**src/hw/rtl/khsm_pkg.sv**
```systemverilog
package khsm_pkg;

   localparam int unsigned MAX_SLOT_BITS = 16;
   localparam int unsigned SLOT_W        = 16;
   localparam int unsigned CRC_W         = 32;
   localparam int unsigned SLOT_BITS_W   = 5;
   localparam int unsigned RSP_DATA_W    = SLOT_W + CRC_W;

   localparam logic [7:0]             OPEN_BRACE     = 8'h7B;
   localparam logic [7:0]             CLOSE_BRACE    = 8'h7D;
   localparam logic [CRC_W-1:0]       CRC_POLY       = 32'hEDB8_8320;
   localparam logic [CRC_W-1:0]       CRC_INIT       = 32'hFFFF_FFFF;
   localparam logic [SLOT_BITS_W-1:0] SLOT_BITS_INIT = 5'd10;

   // brace tracking phase
   typedef logic [1:0] phase_type;
   localparam phase_type PHASE_BEFORE = 2'd0;
   localparam phase_type PHASE_TAG    = 2'd1;
   localparam phase_type PHASE_AFTER  = 2'd2;

   typedef struct packed {
      logic [CRC_W-1:0] whole_crc;
      logic [CRC_W-1:0] tag_crc;
      phase_type        phase;
   } scan_type;

   localparam scan_type SCAN_INIT = '{whole_crc: CRC_INIT, tag_crc: CRC_INIT,
                                      phase: PHASE_BEFORE};

   // reflected crc-32, one byte, eight xor steps
   function automatic logic [CRC_W-1:0] crc32_byte(input logic [CRC_W-1:0] crc,
                                                   input logic [7:0] data);
      logic [CRC_W-1:0] c;
      c = crc ^ {{(CRC_W-8){1'b0}}, data};
      for (int k = 0; k < 8; k++) begin
         c = c[0] ? ((c >> 1) ^ CRC_POLY) : (c >> 1);
      end
      return c;
   endfunction

   // low-bit mask, width saturated to MAX_SLOT_BITS
   function automatic logic [SLOT_W-1:0] slot_mask(input logic [SLOT_BITS_W-1:0] bits);
      logic [SLOT_W-1:0] m;
      for (int i = 0; i < SLOT_W; i++) begin
         m[i] = (SLOT_BITS_W'(i) < bits) && (i < MAX_SLOT_BITS);
      end
      return m;
   endfunction

endpackage

```
**src/hw/rtl/khsm_scan.sv**
```systemverilog
module khsm_scan (
   input  khsm_pkg::scan_type cur,
   input  logic [7:0]         key_byte,
   output khsm_pkg::scan_type nxt
);
   import khsm_pkg::*;

   always_comb begin
      nxt           = cur;
      nxt.whole_crc = crc32_byte(cur.whole_crc, key_byte);
      case (cur.phase)
         PHASE_BEFORE: begin
            if (key_byte == OPEN_BRACE) nxt.phase = PHASE_TAG;
         end
         PHASE_TAG: begin
            if (key_byte == CLOSE_BRACE) nxt.phase = PHASE_AFTER;
            else nxt.tag_crc = crc32_byte(cur.tag_crc, key_byte);
         end
         default: begin
            nxt.phase = cur.phase;
         end
      endcase
   end

endmodule

```
**src/hw/rtl/key_hash_tag_slot_mapper.sv**
```systemverilog
// key hash slot mapper: key bytes stream in on req, one per transfer, with req_tlast on the
// final byte of each key (keys are at least one byte). a reflected crc-32 runs over the whole
// key and a second one over the hash tag, the bytes between the first '{' and the first '}'
// after it. on the final byte one result goes out on rsp: the tag crc if the tag closed (an
// empty tag counts, has_tag in rsp_tuser set), else the whole-key crc, plus the slot, the crc
// masked to slot_bits low bits (saturated at 16). the block takes one byte every cycle: a
// byte goes into an input register, the crc and brace update are combinational, and the
// result is registered in an output register. rate is bound only by the rsp side stalling.
// the user must write slot_bits (csr_we/csr_wdata) only while idle; the block does not check.
module key_hash_tag_slot_mapper (
   input  logic                               clock,
   input  logic                               reset,
   // config
   input  logic                               csr_we,
   input  logic [khsm_pkg::SLOT_BITS_W-1:0]   csr_wdata,   // slot_bits
   // key byte stream
   input  logic                               req_tvalid,
   output logic                               req_tready,
   input  logic [7:0]                         req_tdata,   // key_byte
   input  logic                               req_tlast,   // last_byte
   // result stream
   output logic                               rsp_tvalid,
   input  logic                               rsp_tready,
   output logic [khsm_pkg::RSP_DATA_W-1:0]    rsp_tdata,   // slot_index[15:0], key_crc[47:16]
   output logic                               rsp_tuser    // has_tag
);
   import khsm_pkg::*;

   logic [SLOT_BITS_W-1:0] slot_bits_ff;

   // input register
   logic       in_valid_ff;
   logic [7:0] in_byte_ff;
   logic       in_last_ff;

   // running per-key state
   scan_type   scan_ff;
   scan_type   scan_in;

   // output register
   logic                  out_valid_ff;
   logic [SLOT_W-1:0]     out_slot_ff;
   logic [CRC_W-1:0]      out_crc_ff;
   logic                  out_tag_ff;

   logic             out_free;
   logic             advance;
   logic             tag_hit;
   logic [CRC_W-1:0] result_crc;

   khsm_scan u_scan (
      .cur      (scan_ff),
      .key_byte (in_byte_ff),
      .nxt      (scan_in)
   );

   // output slot free when empty or being drained this cycle
   assign out_free   = !out_valid_ff || rsp_tready;
   // a non-final byte never needs the output slot
   assign advance    = in_valid_ff && (!in_last_ff || out_free);
   assign req_tready = !in_valid_ff || advance;

   assign tag_hit    = (scan_in.phase == PHASE_AFTER);
   assign result_crc = ~(tag_hit ? scan_in.tag_crc : scan_in.whole_crc);

   always_ff @(posedge clock) begin
      if (reset) begin
         slot_bits_ff <= SLOT_BITS_INIT;
         in_valid_ff  <= 1'b0;
         out_valid_ff <= 1'b0;
         scan_ff      <= SCAN_INIT;
      end else begin
         if (csr_we) slot_bits_ff <= csr_wdata;

         if (req_tready) begin
            in_valid_ff <= req_tvalid;
         end

         if (advance) begin
            // restart for the next key after the final byte
            scan_ff <= in_last_ff ? SCAN_INIT : scan_in;
         end

         if (advance && in_last_ff) begin
            out_valid_ff <= 1'b1;
         end else if (rsp_tready) begin
            out_valid_ff <= 1'b0;
         end
      end
   end

   // payload registers, no reset
   always_ff @(posedge clock) begin
      if (req_tready && req_tvalid) begin
         in_byte_ff <= req_tdata;
         in_last_ff <= req_tlast;
      end
      if (advance && in_last_ff) begin
         out_crc_ff  <= result_crc;
         out_slot_ff <= result_crc[SLOT_W-1:0] & slot_mask(slot_bits_ff);
         out_tag_ff  <= tag_hit;
      end
   end

   assign rsp_tvalid = out_valid_ff;
   assign rsp_tdata  = {out_crc_ff, out_slot_ff};
   assign rsp_tuser  = out_tag_ff;

   // a held result is never overwritten
   a_no_overwrite: assert property (@(posedge clock) disable iff (reset)
      (out_valid_ff && !rsp_tready) |-> !(advance && in_last_ff))
      else $error("result overwritten while stalled");

   // per-key state restarts after the final byte
   a_key_restart: assert property (@(posedge clock) disable iff (reset)
      (advance && in_last_ff) |=> (scan_ff == SCAN_INIT))
      else $error("key state not restarted");

   // slot only carries bits of the crc
   a_slot_in_crc: assert property (@(posedge clock) disable iff (reset)
      out_valid_ff |-> ((out_slot_ff & ~out_crc_ff[SLOT_W-1:0]) == '0))
      else $error("slot bits outside crc");

endmodule
```
**config.mk**
```make
export PLATFORM = sky130hd
export DESIGN_NAME = key_hash_tag_slot_mapper
export DESIGN_NICKNAME = d
export VERILOG_FILES = /design/src/hw/rtl/khsm_pkg.sv /design/src/hw/rtl/khsm_scan.sv /design/src/hw/rtl/key_hash_tag_slot_mapper.sv
export SDC_FILE = /design/constraint.sdc
export NUM_CORES = 1
export LEC_CHECK = 0
export ABC_CLOCK_PERIOD_IN_PS = 3400
export BUFFER_PORTS_ARGS = -buffer_cell sky130_fd_sc_hd__buf_2
export CAP_MARGIN = 20
export CORE_ASPECT_RATIO = 1.5
export CORE_MARGIN = 5
export CORE_UTILIZATION = 55
export CTS_BUF_LIST = sky130_fd_sc_hd__clkbuf_2
export CTS_CLUSTER_DIAMETER = 120
export CTS_CLUSTER_SIZE = 20
export DETAILED_ROUTE_END_ITERATION = 8
export PLACE_DENSITY = 0.86
export REMOVE_ABC_BUFFERS = 1
export SYNTH_ARGS = -nofsm -noshare
export SYNTH_HDL_FRONTEND = slang
export SYNTH_SLANG_ARGS = --single-unit
```
**constraint.sdc**
```tcl
create_clock -name clock -period 3.4 [get_ports clock]
set_clock_uncertainty 0.05 [all_clocks]
set_input_delay 0.51 -clock clock [delete_from_list [all_inputs] [get_ports clock]]
set_output_delay 0.51 -clock clock [all_outputs]
set_load 0.02 [all_outputs]
```
==> impl_results.md <==
* Dominant cell type by area after synthesis: edfxtp_1
* All-Layer GR Usage at 23.52%
* Post-synthesis sequential area ratio at 49.47%
* Post-Synthesis Cells at 574
* CTS buffer count at 17
* DR DRC count at 0
* Max Fclk at 350.2 MHz
* CP required at 3980 ps
* Hold WS at 46.68 ps
* Post-route ant nets at 0
* Starting Density at 56.15%
* IO Count at 70
* First-pass GRT wire length at 25,360 um
* Layout area overhead at 14.88%
* Crit share post-route at 83.99%
* Die width at 98.59 um
* RSZ-0062 raised after global routing: false
* Largest net degree at the start of global routing at 61
* Clock insertion delay at the later pin of the skew report at 730 ps
* Clock Sink Count at 131
* Core Area at 11,530 um2
* Synthesized flop and latch total at 131
* EDFF count, synth at 58
* Critical Path Sink Type: flip-flop
* Sw Share at 32.64%
* Top cell type's share of synthesized area at 26.90%
* DP HPWL at 10,970 um
* Initial antenna violation count at 1
* Synthesis Warnings at 0
* Slew margin rel. at 44.34%
* Worst-path clk slew at 200 ps
* Die Area at 14,090 um2
* Clock Power Share at 24.9%
* Status: complete, no violations
* Final worst path period need at 2856 ps
* Placed cell count at 772
* Placer congestion estimate at 0.9466
* Floorplan row count at 48
* Synth area leaders: edfxtp_1, dfxtp_1, xnor2_1, o211ai_1, nand2_1
* Combinational Power Share at 31.1%
* Via count at 4,737
* Mapped Area at 6475 um2
* DR WL/cell at 19.59 um
* Pwr/cell area at 580.8 nW/um2
* Synthesized area per cell at 11.28 um2
* DR iter-0 viols at 424
* Max FO, Critical Path at 38
* Routed WL at 16,080 um
* Worst slew pin tran at 828.9 ps
* Tightest Hold Check Type: primary input to flip-flop
* Vias in the first global route at 4,820
* Cell Int Power at 2.910 mW
* Final non-filler cell total at 821
* Setup bufs post-CTS at 0
* Share of cells above drive strength 1 at 20.45%
* Peak VDD IR at 0.2508 mV
* Die H at 142.9 um
* Ys async rst share at 0%
* Final Power at 4.320 mW
* Final Hold Viols at 0
* DP Area at 6999 um2
* MaxCap Viol Count at 0
* Slew Viols, Final at 0
* Grt ovf at 0
* Port buffer count at 69
* Arrival time at the worst endpoint at 3440 ps
* Element type at the critical path start: flip-flop
* Clock root buffer master: clkbuf_2
* Critical path class: flip-flop to flip-flop
* Via-to-Cell Ratio at 5.770
* Design area at 7438 um2
* Pleak at 3.024 nW
* Max clock buf depth at 2
* Most frequent cells in the layout: xnor2_1, dfxtp_1, nand2_1
* Final Net Count at 676
* Seq pwr share at 44.1%
* H-tree Lvls at 4
* Most common cell after layout, fill and taps aside: xnor2_1
* Cell variety after synth at 50
* Sw power at 1.410 mW
* Synth Flop Type: dfxtp_1
* Router iterations before antenna repair at 8
* CTS tree: built
* Final setup violation count at 0
==> synth_stat cells, types with 2 or more instances <==
| master | number |
|---|---|
| a211oi_1 | 3 |
| nand3_1 | 5 |
| inv_1 | 5 |
| nand2b_1 | 4 |
| xnor3_1 | 9 |
| xor2_1 | 28 |
| dfxtp_1 | 73 |
| a21boi_0 | 2 |
| nor3_1 | 2 |
| nand2_1 | 72 |
| buf_2 | 4 |
| or2_2 | 2 |
| a21oi_1 | 25 |
| a221oi_1 | 3 |
| edfxtp_1 | 58 |
| nor2b_1 | 3 |
| a211o_1 | 4 |
| o21a_1 | 8 |
| xnor2_2 | 11 |
| nor4_1 | 2 |
| xor3_1 | 2 |
| nand4b_1 | 2 |
| a31oi_1 | 2 |
| o21ai_1 | 4 |
| o211ai_1 | 51 |
| buf_1 | 4 |
| xnor2_1 | 91 |
| nor2_1 | 28 |
| and2_1 | 7 |
| xor2_4 | 3 |
| clkbuf_1 | 25 |
| mux2i_1 | 14 |
==> kinds of logic after synthesis <==
kind of cell / synth area share (%)
xor gates and xnor gates: 24.68
and+or+nand+nor: 9.159
DFF: 49.47
AOI/OAI and AO/OA: 11.90
buffers and inverters: 2.454
muxes: 2.338
==> path summary, 6_finish.rpt <==
check | slack (ps) | start | to | depth (start not counted)
max reg2reg | 540 | in_byte_ff[7] | scan_ff[9] | 6
min reg2reg | 440 | scan_ff[47] | scan_ff[47] | 2
max | 540 | in_byte_ff[7] | scan_ff[9] | 6
min | 50 | csr_we | slot_bits_ff[1] | 2
==> worst max-delay path, stage by stage, from the launching register on <==
cell and delay [ps]:
edfxtp_1 560, nand4b_1 400, nor4b_1 540, or4_2 620, buf_4 390, nand2_1 90, o211ai_1 110
==> per-layer routing <==
| metal | share of wire (%) | vias up | track usage (%) |
|---|---|---|---|
| li1 | - | 2175 | - |
| met1 | 37 | 2296 | 25.69 |
| met3 | 5.5 | 52 | 4.497 |
| met4 | 4.2 | 0 | 13.02 |
| met2 | 54 | 214 | 42.57 |
| met5 | 0 | - | 0 |
==> flip-flops by register name, summed over array words and instances, names as in the netlist <==
name          flops
out_slot_ff      16
scan_ff          66
out_crc_ff       32
in_byte_ff        8
in_valid_ff       1
rsp_tvalid        1
slot_bits_ff      5
rsp_tuser         1
in_last_ff        1
==> area by class of cell <==
type                       count  area [um2]
fill                         885        4093
clock inverter                14       186.4
clock buffer                  18       90.09
timing repair buffer          98       615.6
multi-input combinational    404        3134
inverter                       5       18.77
tap                          150       187.7
sequential                   131        3203
antenna                        1       2.502
==> power groups by stage <==
stage	logic [mW]	clock network (mW)	registers (mW)
2_1_floorplan	0.916	0	1.99
3_3_place_gp	1.28	0	1.93
3_5_place_dp	1.30	0	1.93
4_1_cts	1.33	1.08	1.90
5_1_grt	1.45	1.16	1.92
6_report	1.34	1.07	1.90
==> what timing repair did <==
item / in CTS / in global routing
hold endpoints to repair: 15 / 1
setup endpoints to repair: 0 / 0
gates resized for setup: 0 / 0
hold buffers: 15 / 1
==> metrics by stage <==
stage	setup TNS, ps	setup WS, ps	util [%]
final	0	544.3	64.51
after global routing	0	309.0	64.51
after CTS	0	696.1	64.40
after detailed placement	0	749.4	60.70
after global placement	0	829.3	60.70
after floorplan	-72320	-1121	-
Note: power is estimated with default switching activity, not from simulation.
